[src/rtl/core/spq_pkg.sv]
`timescale 1ns / 1ps
// ----------------------------------------------------------------------------
// spq_pkg - stable priority queue shared types
// Beat layouts of the command and result channels, command and status codes.
// ----------------------------------------------------------------------------
package spq_pkg;

  localparam int KEY_BITS  = 32;
  localparam int PRIO_BITS = 16;

  localparam logic [2:0] CMD_INSERT = 3'd0;
  localparam logic [2:0] CMD_POP    = 3'd1;
  localparam logic [2:0] CMD_REMOVE = 3'd2;
  localparam logic [2:0] CMD_CHANGE = 3'd3;
  localparam logic [2:0] CMD_CLEAR  = 3'd4;

  localparam logic [1:0] ST_OK        = 2'd0;
  localparam logic [1:0] ST_NOT_FOUND = 2'd1;
  localparam logic [1:0] ST_FULL      = 2'd2;
  localparam logic [1:0] ST_EMPTY     = 2'd3;

  typedef struct packed {
    logic [2:0]           command;
    logic [KEY_BITS-1:0]  element_key;
    logic [PRIO_BITS-1:0] priority_req;
    logic [PRIO_BITS-1:0] target_priority;
  } spq_in_t;

  typedef struct packed {
    logic [1:0]           status;
    logic                 key_present;
    logic [4:0]           entry_total;
    logic                 head_valid;
    logic [KEY_BITS-1:0]  head_key;
    logic [PRIO_BITS-1:0] head_priority;
  } spq_out_t;

endpackage

[src/rtl/core/spq_ram.sv]
`timescale 1ns / 1ps
// ----------------------------------------------------------------------------
// spq_ram - generic simple dual-port RAM
// One write port, one read port with registered read data.
// ----------------------------------------------------------------------------
module spq_ram #(
  parameter int WIDTH = 8,
  parameter int DEPTH = 16
) (
  input  logic                     clk,
  input  logic                     we,
  input  logic [$clog2(DEPTH)-1:0] waddr,
  input  logic [WIDTH-1:0]         wdata,
  input  logic [$clog2(DEPTH)-1:0] raddr,
  output logic [WIDTH-1:0]         rdata
);

  logic [WIDTH-1:0] mem [DEPTH];

  always_ff @(posedge clk) begin
    if (we) begin
      mem[waddr] <= wdata;
    end
    rdata <= mem[raddr];
  end

endmodule

[src/rtl/core/stable_priority_queue.sv]
`timescale 1ns / 1ps
// ----------------------------------------------------------------------------
// stable_priority_queue - sorted priority queue with first-in first-out ties
// Commands arrive as beats on the in_ channel (valid/stall); each command
// yields exactly one result beat on the out_ channel with status, key
// presence, entry count and the head entry after the command.
// Entries live in one RAM in queue order, slot 0 being the head. Every
// command first scans the N held slots, then shifts slots down for a
// removal and up for an insertion, writes the new entry of an insertion,
// reads the head and loads the output register. A clear or a refused
// command skips the shifts and the write; a change adds its second scan
// and shift. The next command is accepted only once the result is loaded.
// in_stall is high while a command is being processed. A result waits in the
// output register under out_stall; the next command completes only once the
// register is free. Reset empties the queue at once; slots are not cleared.
// ----------------------------------------------------------------------------
module stable_priority_queue #(
  parameter int QUEUE_DEPTH = 16
) (
  input  logic             clk,
  input  logic             rst_n,
  input  logic             in_valid,
  output logic             in_stall,
  input  spq_pkg::spq_in_t in_beat,
  output logic             out_valid,
  input  logic             out_stall,
  output spq_pkg::spq_out_t out_beat
);
  import spq_pkg::*;

  localparam int AW = $clog2(QUEUE_DEPTH);
  localparam int CW = $clog2(QUEUE_DEPTH + 1);
  localparam int DW = KEY_BITS + PRIO_BITS;

  localparam logic [3:0] S_IDLE   = 4'd0;
  localparam logic [3:0] S_SC_RD  = 4'd1;
  localparam logic [3:0] S_SC_CMP = 4'd2;
  localparam logic [3:0] S_DN_RD  = 4'd3;
  localparam logic [3:0] S_DN_WR  = 4'd4;
  localparam logic [3:0] S_UP_RD  = 4'd5;
  localparam logic [3:0] S_UP_WR  = 4'd6;
  localparam logic [3:0] S_PUT    = 4'd7;
  localparam logic [3:0] S_HD_RD  = 4'd8;
  localparam logic [3:0] S_HD_CAP = 4'd9;
  localparam logic [3:0] S_DONE   = 4'd10;

  logic [3:0]           state_r, state_nxt;
  logic [2:0]           cmd_r, cmd_nxt;
  logic [KEY_BITS-1:0]  key_r, key_nxt;
  logic [PRIO_BITS-1:0] prio_r, prio_nxt;
  logic [PRIO_BITS-1:0] nprio_r, nprio_nxt;
  logic [CW-1:0]        idx_r, idx_nxt;
  logic [CW-1:0]        count_r, count_nxt;
  logic                 fk_r, fk_nxt;
  logic                 fkp_r, fkp_nxt;
  logic                 fi_r, fi_nxt;
  logic [CW-1:0]        kpos_r, kpos_nxt;
  logic [CW-1:0]        kppos_r, kppos_nxt;
  logic [CW-1:0]        ipos_r, ipos_nxt;
  logic                 pass2_r, pass2_nxt;
  logic [1:0]           status_r, status_nxt;
  logic                 hv_r, hv_nxt;
  logic [KEY_BITS-1:0]  hk_r, hk_nxt;
  logic [PRIO_BITS-1:0] hp_r, hp_nxt;
  spq_out_t             out_r, out_nxt;
  logic                 out_valid_r, out_valid_nxt;

  logic                 ram_we;
  logic [AW-1:0]        ram_waddr;
  logic [DW-1:0]        ram_wdata;
  logic [AW-1:0]        ram_raddr;
  logic [DW-1:0]        ram_rdata;
  logic [KEY_BITS-1:0]  rd_key;
  logic [PRIO_BITS-1:0] rd_prio;
  logic [PRIO_BITS-1:0] scan_prio;

  spq_ram #(.WIDTH(DW), .DEPTH(QUEUE_DEPTH)) u_ram (
    .clk   (clk),
    .we    (ram_we),
    .waddr (ram_waddr),
    .wdata (ram_wdata),
    .raddr (ram_raddr),
    .rdata (ram_rdata)
  );

  assign rd_key    = ram_rdata[DW-1:PRIO_BITS];
  assign rd_prio   = ram_rdata[PRIO_BITS-1:0];
  assign scan_prio = pass2_r ? nprio_r : prio_r;

  always_comb begin
    state_nxt     = state_r;
    cmd_nxt       = cmd_r;
    key_nxt       = key_r;
    prio_nxt      = prio_r;
    nprio_nxt     = nprio_r;
    idx_nxt       = idx_r;
    count_nxt     = count_r;
    fk_nxt        = fk_r;
    fkp_nxt       = fkp_r;
    fi_nxt        = fi_r;
    kpos_nxt      = kpos_r;
    kppos_nxt     = kppos_r;
    ipos_nxt      = ipos_r;
    pass2_nxt     = pass2_r;
    status_nxt    = status_r;
    hv_nxt        = hv_r;
    hk_nxt        = hk_r;
    hp_nxt        = hp_r;
    out_nxt       = out_r;
    out_valid_nxt = out_valid_r && out_stall;
    ram_we        = 1'b0;
    ram_waddr     = idx_r[AW-1:0];
    ram_wdata     = ram_rdata;
    ram_raddr     = idx_r[AW-1:0];

    unique case (state_r)
      S_IDLE: begin
        if (in_valid) begin
          cmd_nxt    = in_beat.command;
          key_nxt    = in_beat.element_key;
          prio_nxt   = in_beat.priority_req;
          nprio_nxt  = in_beat.target_priority;
          idx_nxt    = '0;
          fk_nxt     = 1'b0;
          fkp_nxt    = 1'b0;
          fi_nxt     = 1'b0;
          ipos_nxt   = count_r;
          pass2_nxt  = 1'b0;
          status_nxt = ST_OK;
          state_nxt  = S_SC_RD;
        end
      end
      S_SC_RD: begin
        if (idx_r != count_r) begin
          state_nxt = S_SC_CMP;
        end else if (pass2_r) begin
          idx_nxt   = count_r;
          state_nxt = S_UP_RD;
        end else begin
          state_nxt = S_HD_RD;
          case (cmd_r)
            CMD_INSERT: begin
              if (count_r == CW'(QUEUE_DEPTH)) begin
                status_nxt = ST_FULL;
              end else begin
                idx_nxt   = count_r;
                state_nxt = S_UP_RD;
              end
            end
            CMD_POP: begin
              if (count_r == '0) begin
                status_nxt = ST_EMPTY;
              end else begin
                idx_nxt   = '0;
                state_nxt = S_DN_RD;
              end
            end
            CMD_REMOVE: begin
              if (!fk_r) begin
                status_nxt = ST_NOT_FOUND;
              end else begin
                idx_nxt   = kpos_r;
                state_nxt = S_DN_RD;
              end
            end
            CMD_CHANGE: begin
              if (!fkp_r) begin
                status_nxt = ST_NOT_FOUND;
              end else begin
                idx_nxt   = kppos_r;
                state_nxt = S_DN_RD;
              end
            end
            CMD_CLEAR: begin
              count_nxt = '0;
            end
            default: begin
            end
          endcase
        end
      end
      S_SC_CMP: begin
        if (!pass2_r && !fk_r && rd_key == key_r) begin
          fk_nxt   = 1'b1;
          kpos_nxt = idx_r;
        end
        if (!pass2_r && !fkp_r && rd_key == key_r && rd_prio == prio_r) begin
          fkp_nxt   = 1'b1;
          kppos_nxt = idx_r;
        end
        if (!fi_r && rd_prio < scan_prio) begin
          fi_nxt   = 1'b1;
          ipos_nxt = idx_r;
        end
        idx_nxt   = idx_r + CW'(1);
        state_nxt = S_SC_RD;
      end
      S_DN_RD: begin
        if (idx_r + CW'(1) < count_r) begin
          ram_raddr = AW'(idx_r + CW'(1));
          state_nxt = S_DN_WR;
        end else begin
          count_nxt = count_r - CW'(1);
          if (cmd_r == CMD_CHANGE) begin
            pass2_nxt = 1'b1;
            idx_nxt   = '0;
            fi_nxt    = 1'b0;
            ipos_nxt  = count_r - CW'(1);
            state_nxt = S_SC_RD;
          end else begin
            state_nxt = S_HD_RD;
          end
        end
      end
      S_DN_WR: begin
        ram_we    = 1'b1;
        idx_nxt   = idx_r + CW'(1);
        state_nxt = S_DN_RD;
      end
      S_UP_RD: begin
        if (idx_r > ipos_r) begin
          ram_raddr = AW'(idx_r - CW'(1));
          state_nxt = S_UP_WR;
        end else begin
          state_nxt = S_PUT;
        end
      end
      S_UP_WR: begin
        ram_we    = 1'b1;
        idx_nxt   = idx_r - CW'(1);
        state_nxt = S_UP_RD;
      end
      S_PUT: begin
        ram_we    = 1'b1;
        ram_waddr = ipos_r[AW-1:0];
        ram_wdata = {key_r, scan_prio};
        count_nxt = count_r + CW'(1);
        state_nxt = S_HD_RD;
      end
      S_HD_RD: begin
        ram_raddr = '0;
        state_nxt = S_HD_CAP;
      end
      S_HD_CAP: begin
        hv_nxt    = (count_r != '0);
        hk_nxt    = hv_nxt ? rd_key : '0;
        hp_nxt    = hv_nxt ? rd_prio : '0;
        state_nxt = S_DONE;
      end
      S_DONE: begin
        if (!out_valid_r || !out_stall) begin
          out_nxt.status        = status_r;
          out_nxt.key_present   = fk_r;
          out_nxt.entry_total   = 5'(count_r);
          out_nxt.head_valid    = hv_r;
          out_nxt.head_key      = hk_r;
          out_nxt.head_priority = hp_r;
          out_valid_nxt         = 1'b1;
          state_nxt             = S_IDLE;
        end
      end
      default: begin
        state_nxt = S_IDLE;
      end
    endcase
  end

  always_ff @(posedge clk) begin
    if (!rst_n) begin
      state_r     <= S_IDLE;
      count_r     <= '0;
      out_valid_r <= 1'b0;
    end else begin
      state_r     <= state_nxt;
      count_r     <= count_nxt;
      out_valid_r <= out_valid_nxt;
    end
    cmd_r    <= cmd_nxt;
    key_r    <= key_nxt;
    prio_r   <= prio_nxt;
    nprio_r  <= nprio_nxt;
    idx_r    <= idx_nxt;
    fk_r     <= fk_nxt;
    fkp_r    <= fkp_nxt;
    fi_r     <= fi_nxt;
    kpos_r   <= kpos_nxt;
    kppos_r  <= kppos_nxt;
    ipos_r   <= ipos_nxt;
    pass2_r  <= pass2_nxt;
    status_r <= status_nxt;
    hv_r     <= hv_nxt;
    hk_r     <= hk_nxt;
    hp_r     <= hp_nxt;
    out_r    <= out_nxt;
  end

  assign in_stall  = (state_r != S_IDLE);
  assign out_valid = out_valid_r;
  assign out_beat  = out_r;

endmodule

[config.mk]
export PLATFORM = sky130hd
export DESIGN_NAME = stable_priority_queue
export DESIGN_NICKNAME = d
export VERILOG_FILES = /design/src/rtl/core/spq_pkg.sv /design/src/rtl/core/spq_ram.sv /design/src/rtl/core/stable_priority_queue.sv
export SDC_FILE = /design/constraint.sdc
export NUM_CORES = 1
export LEC_CHECK = 0
export ABC_AREA = 1
export ABC_CLOCK_PERIOD_IN_PS = 6100
export BUFFER_PORTS_ARGS = -buffer_cell sky130_fd_sc_hd__buf_4
export CAP_MARGIN = 20
export CORE_MARGIN = 3
export CORE_UTILIZATION = 55
export CTS_CLUSTER_DIAMETER = 40
export DETAILED_ROUTE_END_ITERATION = 16
export MAX_ROUTING_LAYER = met4
export PLACE_DENSITY = 0.74
export SLEW_MARGIN = 20
export SYNTH_ARGS = -nofsm -noshare
export SYNTH_HDL_FRONTEND = slang
export SYNTH_SLANG_ARGS = --single-unit
[constraint.sdc]
create_clock -name clk -period 6.1 [get_ports clk]
set_clock_uncertainty 0.1 [all_clocks]
set_input_delay 0.61 -clock clk [delete_from_list [all_inputs] [get_ports clk]]
set_output_delay 0.61 -clock clk [all_outputs]
set_load 0.01 [all_outputs]
==> results of run 1 <==
==> cell usage after synthesis, drive strengths merged (15+ instances only) <==
library cell / instances / area share (%)
a21oi: 23 / 0.27
buf: 158 / 1.9
clkbuf: 65 / 0.56
dfxtp: 58 / 2.7
edfxtp: 967 / 66
ha: 30 / 0.86
inv: 516 / 4.4
nand2: 1063 / 9.2
nand3: 890 / 10
nand4: 15 / 0.25
nor2: 65 / 0.62
o21ai: 68 / 0.79
or2: 17 / 0.24
xnor2: 21 / 0.42
==> repair_timing <==
| action | CTS | global route |
|---|---|---|
| hold endpoints to repair | 67 | 0 |
| hold buffers | 67 | 0 |
| gates resized for setup | 0 | 0 |
| setup buffers | 0 | 0 |
==> worst register-to-register path: stages, from the launching register on <==
cell      delay (ns)
edfxtp_1        0.56
inv_1           0.25
ha_1            0.45
ha_1            0.30
nand2_1         0.07
nor2_1          0.04
nand2_1         0.10
nand3_1         0.18
a21oi_2         0.18
nand2_2         0.14
nand2_1         0.19
nand2_8         0.38
inv_6           0.57
buf_12          0.49
nand3_1         0.24
nand3_1         0.14
nand3_1         0.09
nand2_1         0.11
==> registers in the layout (all words and copies together) (netlist names) <==
| register | count |
|---|---|
| out_valid | 1 |
| ipos_r | 5 |
| state_r | 4 |
| key_r | 32 |
| fkp_r | 1 |
| count_r | 5 |
| u_ram.mem | 768 |
| kpos_r | 5 |
| idx_r | 5 |
| hp_r | 16 |
| fi_r | 1 |
| out_beat | 57 |
| nprio_r | 16 |
| kppos_r | 5 |
| prio_r | 16 |
| pass2_r | 1 |
| hv_r | 1 |
| cmd_r | 3 |
| u_ram.rdata | 48 |
| fk_r | 1 |
| hk_r | 32 |
| status_r | 2 |
==> where the power goes <==
group	internal (mW)	total, mW	switching (mW)
Sequential	9.02	9.46	0.443
Combinational	2.16	7.61	5.45
Clock	4.81	7.75	2.95
Total	16.0	24.8	8.84
==> layout make-up <==
cell class / count / area share (%)
inverter: 518 / 3.82
timing repair buffer: 277 / 4.77
clock inverter: 75 / 1.59
tap: 1040 / 2.55
antenna: 1 / 0.00489
clock buffer: 171 / 7.14
sequential: 1025 / 59.1
multi-input combinational: 2267 / 21.1
==> cells by family (layout without fill, tap and decap cells) <==
family	Yosys count	in the layout	share of synthesized area (%)
other	0	1	0
AOI/OAI and AO/OA	129	129	1.72
and+or+nand+nor	2068	2068	20.7
DFF	1025	1025	69.0
buffers and inverters	741	1041	6.88
adders and majority gates	30	30	0.858
muxes	9	9	0.206
xor gates and xnor gates	31	31	0.621
==> metal layers <==
layer	vias up	track usage (%)	part of all wire [%]	wire length, um
li1	14100	-	-	-
met1	14500	38.5	39	44000
met2	1988	42.6	47	53200
met3	296	4.92	11	13100
met4	0	11.5	3.2	3690
met5	-	-	0	0
==> stage by stage <==
stage               utilization (%)  power, mW  hold slack [ns]
finish                         65.5       24.8           0.0833
CTS                            65.4       24.8           0.0449
global route                   65.5       26.0           0.0983
detailed placement             58.8       17.0            0.305
global placement               58.8       16.8            0.302
floorplan                         -       14.6            0.300
==> worst paths after layout <==
check,depth (start not counted),endpoint,slack [ns]
worst min-delay path,3,state_r[3]$_SDFFE_PN0P_,0.08
worst max register to register,17,u_ram.rdata[33]$_DFF_P_,1.45
worst max-delay path,17,u_ram.rdata[33]$_DFF_P_,1.45
worst min register to register,0,out_beat[55]$_DFFE_PP_,0.31
==> run summary, run 1 <==
CTS max path bufs - 3
Multi-input gate area - 10800 um2
Final Max Slew Viols - 0
worst-path cell chain - inv_1 -> ha_1 -> ha_1 -> nand2_1 -> nor2_1 -> nand2_1 -> nand3_1 -> a21oi_2 -> nand2_2 -> nand2_1 -> nand2_8 -> inv_6 -> buf_12 -> nand3_1 -> nand3_1 -> nand3_1 -> nand2_1
Slowest cell on crit path - edfxtp_1
EDFF count, synth - 967
htree depth - 4
FF+latch area - 30200 um2
WL final - 114000 um
Worst-path clk slew - 0.06 ns
f_max - 215 MHz
critical path endpoint category - flip-flop
Mapped Cells - 4033
placed cell areas - 45900 um2
largest delay contributor family on the critical path - simple AND/OR/NAND/NOR gates
vias in the first global route - 29400
Max FO, Critical Path - 96
dpl cells - 5058
Slew @ Worst Pin - 1.10 ns
Critical Path Start Type - flip-flop
first-pass GRT wire length - 172000 um
Final setup viols - 0
CTS Sinks - 1025
P_leak - 21.0 nW
max-cap violation count - 0
post-synthesis register bit count - 1025
Die Height - 288 um
Worst EP required - 6.66 ns
CP Buf/Inv Count - 3
FP Rows - 102
ANT nets after route - 0
Tot GR Track Use - 28.2%
Inserted Clock Buffers - 134
Vias per Instance - 5.74
CP Class - flip-flop to flip-flop
Via Count - 30800
arrival time worst endpoint - 5.20 ns
period utilization - 76.2%
distinct cell type count after synthesis - 52
Core Region - 78100 um2
worst hold start - rst_n
Die Area - 83000 um2
Filler cells - 5613
hold crit path type - input pin to flip-flop
antenna violations before repair - 2
Final TNS setup - 0 ns
Final nets - 4324
status - finished clean
post-DP HPWL - 59900 um
Routed WL per cell - 21.2 um
clock latency on the worst-skew pair - 0.72 ns
GPL Wtd Cong - 0.906
Initial DRT Pass Iterations - 6
CTS tree - built
largest stage delay on the critical path - 0.56 ns
fin crit period - 4.65 ns
P&R area growth vs syn - 16.8%
Hold Vio Cnt, Final - 0
DRC Markers - 0
CP Launch Point - idx_r[0]$_DFFE_PP_
ys flop type - edfxtp_1
Final Cell Area - 51100 um2
GRT overflow - 0
CTS root buffer - clkbuf_16
post-synthesis cell area - 43800 um2
relative slew slack - 26.3%
Max IR drop VDD - 0.396 mV
Mapped Nets - 4134
initial core utilization - 56.0%
RSZ-0062 raised after global routing - no
layout cells sized above 1 - 11.1%
Die W - 288 um
Yosys warning total - 0
Avg Inst Size Synth - 10.8 um2
PnR worst setup slack - 1.45 ns
most common cell after layout, fill and taps aside - nand2_1
final std cells w/o fill - 5374
IO Pins - 130
Place WS - 1.56 ns
sequential area share after synthesis - 69.0%
commonest cells after routing, fill and taps aside - nand2_1 (1056), edfxtp_1 (967), nand3_1 (889), inv_1 (509), buf_4 (196)
input/output buffers - 129
Power Dens Cells - 486 nW/um2
Async SR Flop Fraction - 0%
largest net degree at the start of global routing - 196
Initial DRC Count - 4229
FF-to-FF Start - idx_r[0]$_DFFE_PP_
(Power assumes the default switching activity.)
==> run 2, diff against run 1 <==
--- a/config.mk
+++ b/config.mk
@@ -5,8 +5,8 @@
 export SDC_FILE = /design/constraint.sdc
 export NUM_CORES = 1
 export LEC_CHECK = 0
-export ABC_AREA = 1
-export ABC_CLOCK_PERIOD_IN_PS = 6100
+export ABC_AREA = 0
+export ABC_CLOCK_PERIOD_IN_PS = 4650
 export BUFFER_PORTS_ARGS = -buffer_cell sky130_fd_sc_hd__buf_4
 export CAP_MARGIN = 20
 export CORE_MARGIN = 3
==> constraint.sdc (replaced) <==
create_clock -name clk -period 4.65 [get_ports clk]
set_clock_uncertainty 0.1 [all_clocks]
set_input_delay 0.465 -clock clk [delete_from_list [all_inputs] [get_ports clk]]
set_output_delay 0.465 -clock clk [all_outputs]
set_load 0.01 [all_outputs]
==> run summary, run 2 <==
status - finished clean
largest net degree at the start of global routing - 111 (-43%)
most common cell after layout, fill and taps aside - edfxtp_1
FP Rows - 103 (+0.98%)
Max IR drop VDD - 0.562 mV (+42%)
relative slew slack - 25.5% (-0.81 points)
FF-to-FF Start - idx_r[0]$_DFFE_PP_
Async SR Flop Fraction - 0% (unchanged)
max-cap violation count - 0 (unchanged)
commonest cells in the netlist - edfxtp_1 (967), nand2_1 (244), a221oi_1 (199)
placed cell areas - 46800 um2 (+1.8%)
post-CTS resize count - 0 (unchanged)
count leader, synth - edfxtp_1
P_leak - 18.0 nW (-14%)
P&R area growth vs syn - 17.8%
Slew @ Worst Pin - 1.12 ns (+0.0148 ns)
ANT nets after route - 0 (unchanged)
vias in the first global route - 30000 (+2.0%)
worst setup path end - u_ram.rdata[30]$_DFF_P_
initial core utilization - 55.7% (-0.32 points)
fin crit period - 4.29 ns (-0.356 ns)
GRT overflow - 0 (unchanged)
sequential area share after synthesis - 68.5% (-0.50 points)
buffer count from post-CTS setup fixing - 0 (unchanged)
Clock Power Share - 30.7% (-0.5 points)
Power, Total - 33.0 mW (+33%)
Filler cells - 5383 (-4.1%)
max reg flops - 768 (unchanged)
post-synthesis cell area - 44100 um2 (+0.73%)
arrival time worst endpoint - 4.80 ns (-0.40 ns)
CTS Sinks - 1025 (unchanged)
commonest cells after routing, fill and taps aside - edfxtp_1 (967), nand2_1 (241), buf_4 (204), a221oi_1 (199), a211oi_1 (145)
Routed WL per cell - 28.8 um (+36%)
distinct cell type count after synthesis - 74 (+42%)
Hold Vio Cnt, Final - 0 (unchanged)
Die Height - 289 um (+0.36%)
Mapped Nets - 3133 (-24%)
Vias per Instance - 6.91 (+20%)
r2r endpoint - u_ram.rdata[30]$_DFF_P_
R2R cell count - 15 (-2)
first-pass GRT wire length - 187000 um (+8.5%)
Mapped Cells - 3032 (-25%)
setup slack, reg-to-reg - 0.36 ns (-1.09 ns)
RSZ-0062 raised after global routing - no
Final setup viols - 0 (unchanged)
Die Area - 83600 um2 (+0.72%)
critical path endpoint category - flip-flop
Core Region - 79100 um2 (+1.3%)
P_int - 21.2 mW (+33%)
Final nets - 3329 (-23%)
post-synthesis register bit count - 1025 (unchanged)
period utilization - 92.3% (+16 points)
clock latency on the worst-skew pair - 0.73 ns (about the same)
ys flop type - edfxtp_1
GPL Wtd Cong - 0.894 (-1.3%)
Yosys top cell area share - 65.9% (-0.48 points)
CTS tree - built
antenna violations before repair - 7 (+5)
Initial DRC Count - 4398 (+4.0%)
CTS max path bufs - 3 (unchanged)
Power Dens Cells - 635 nW/um2 (+31%)
area leader, netlist - edfxtp_1
Critical Path Start Type - flip-flop
Avg Inst Size Synth - 14.5 um2 (+34%)
hold_buf cts - 69 (+3.0%)
CP Class - flip-flop to flip-flop
input/output buffers - 129 (unchanged)
Inserted Clock Buffers - 133 (-0.75%)
CTS root buffer - clkbuf_16
Die W - 289 um (+0.36%)
CP Launch Point - idx_r[0]$_DFFE_PP_
hold crit path type - input pin to flip-flop
P_sw - 11.8 mW (+33%)
Final Max Slew Viols - 0 (unchanged)
f_max - 233 MHz (+8.3%)
htree depth - 4 (unchanged)
DRC Markers - 0 (unchanged)
Via Count - 30300 (-1.7%)
WL final - 126000 um (+11%)
Seq pwr share - 37.5% (-0.6 points)
Comb power frac - 31.9% (+1.3 points)
Worst-path clk slew - 0.06 ns (about the same)
post-DP HPWL - 68700 um (+15%)
Yosys warning total - 0 (unchanged)
Initial DRT Pass Iterations - 6 (unchanged)
Worst EP required - 5.16 ns (-1.50 ns)
IO Pins - 130 (unchanged)
Sw Ratio - 35.6% (+0.037 points)
layout cells sized above 1 - 16.2% (+5.2 points)
Synth area leaders - edfxtp_1 (66%), a221oi_1 (4.0%), mux2_1 (2.8%), mux2i_1 (2.7%), dfxtp_1 (2.6%)
Max FO, Critical Path - 18 (-81%)
Final TNS setup - 0 ns (unchanged)
Tot GR Track Use - 30.9% (+2.7 points)
EDFF count, synth - 967 (unchanged)
Final Cell Area - 51900 um2 (+1.6%)
Biggest register - u_ram.mem
[run 2: cell families (layout without fill, tap and decap cells)]
group | count (synthesis) | count (layout) | synth area share [%]
flip-flops | 1025 | 1025 | 68.5
AO/OA/AOI/OAI | 757 | 757 | 13.2
AND/OR/NAND/NOR | 632 | 632 | 7.21
buffers and inverters | 266 | 572 | 2.65
multiplexers | 261 | 261 | 6.34
XOR/XNOR | 61 | 61 | 1.21
adder cells (fa/ha/maj) | 30 | 30 | 0.852
other | 0 | 2 | 0
[run 2: cell type report]
cell class / instances / area, um2 / area share (%)
timing repair buffer: 309 / 2950 / 5.68
sequential: 1025 / 30200 / 58.1
antenna: 2 / 5.00 / 0.00964
clock buffer: 164 / 3570 / 6.87
multi-input combinational: 1741 / 13000 / 25.0
tap: 1050 / 1310 / 2.53
inverter: 18 / 67.6 / 0.130
clock inverter: 81 / 872 / 1.68
[run 2: worst min-delay path by stage]
stage                                startpoint                endpoint  slack, ns  cells after the start
final                                 out_stall    out_valid$_SDFF_PN0_       0.08                      3
after global placement           hv_r$_DFFE_PP_  out_beat[48]$_DFFE_PP_       0.30                      0
after global routing                  out_stall    out_valid$_SDFF_PN0_       0.10                      3
after floorplan           hp_r[0]$_SDFFCE_PN0P_   out_beat[0]$_DFFE_PP_       0.30                      0
after detailed placement  hk_r[8]$_SDFFCE_PN0P_  out_beat[24]$_DFFE_PP_       0.30                      0
after CTS                             out_stall    out_valid$_SDFF_PN0_       0.06                      3
[run 2: layer usage]
layer / part of all wire [%] / track usage [%] / wire length (um) / vias to the layer above
li1: - / - / - / 12600
met1: 37 / 41.1 / 47000 / 14900
met4: 4.1 / 13.4 / 5150 / 0
met2: 46 / 46.2 / 58100 / 2382
met3: 13 / 7.04 / 16100 / 447
met5: 0 / - / 0 / -
[run 2: power groups by stage]
| stage | logic (mW) | clock network (mW) | registers (mW) |
|---|---|---|---|
| floorplan | 6.63 | 0 | 12.2 |
| global placement | 9.72 | 0 | 12.5 |
| detailed placement | 10.1 | 0 | 12.5 |
| CTS | 10.2 | 10.2 | 12.3 |
| global route | 11.2 | 10.6 | 12.4 |
| finish | 10.5 | 10.1 | 12.3 |
[run 2: critical path, stage by stage, from the launching register on]
cell	delay, ns
edfxtp_1	0.43
inv_2	0.09
nor2_1	0.23
nand2_1	0.10
xnor2_1	0.14
ha_1	0.34
a21o_1	0.21
a211oi_4	0.32
nand2_1	0.19
a21boi_0	0.23
a221o_2	0.45
nand2b_2	0.42
buf_12	0.26
buf_12	0.20
a221oi_1	0.07
or3_1	0.39
[run 2: through the flow]
| step | cells | worst slack (ns) | utilization [%] | hold slack (ns) |
|---|---|---|---|---|
| finish | 4390 | 0.358 | 65.6 | 0.0830 |
| global route | 4390 | 0.125 | 65.6 | 0.101 |
| CTS | 4387 | 0.429 | 65.6 | 0.0604 |
| detailed placement | 4073 | 0.450 | 59.1 | 0.305 |
| global placement | 4073 | 0.538 | 59.1 | 0.300 |
| floorplan | 3032 | 0.265 | - | 0.300 |
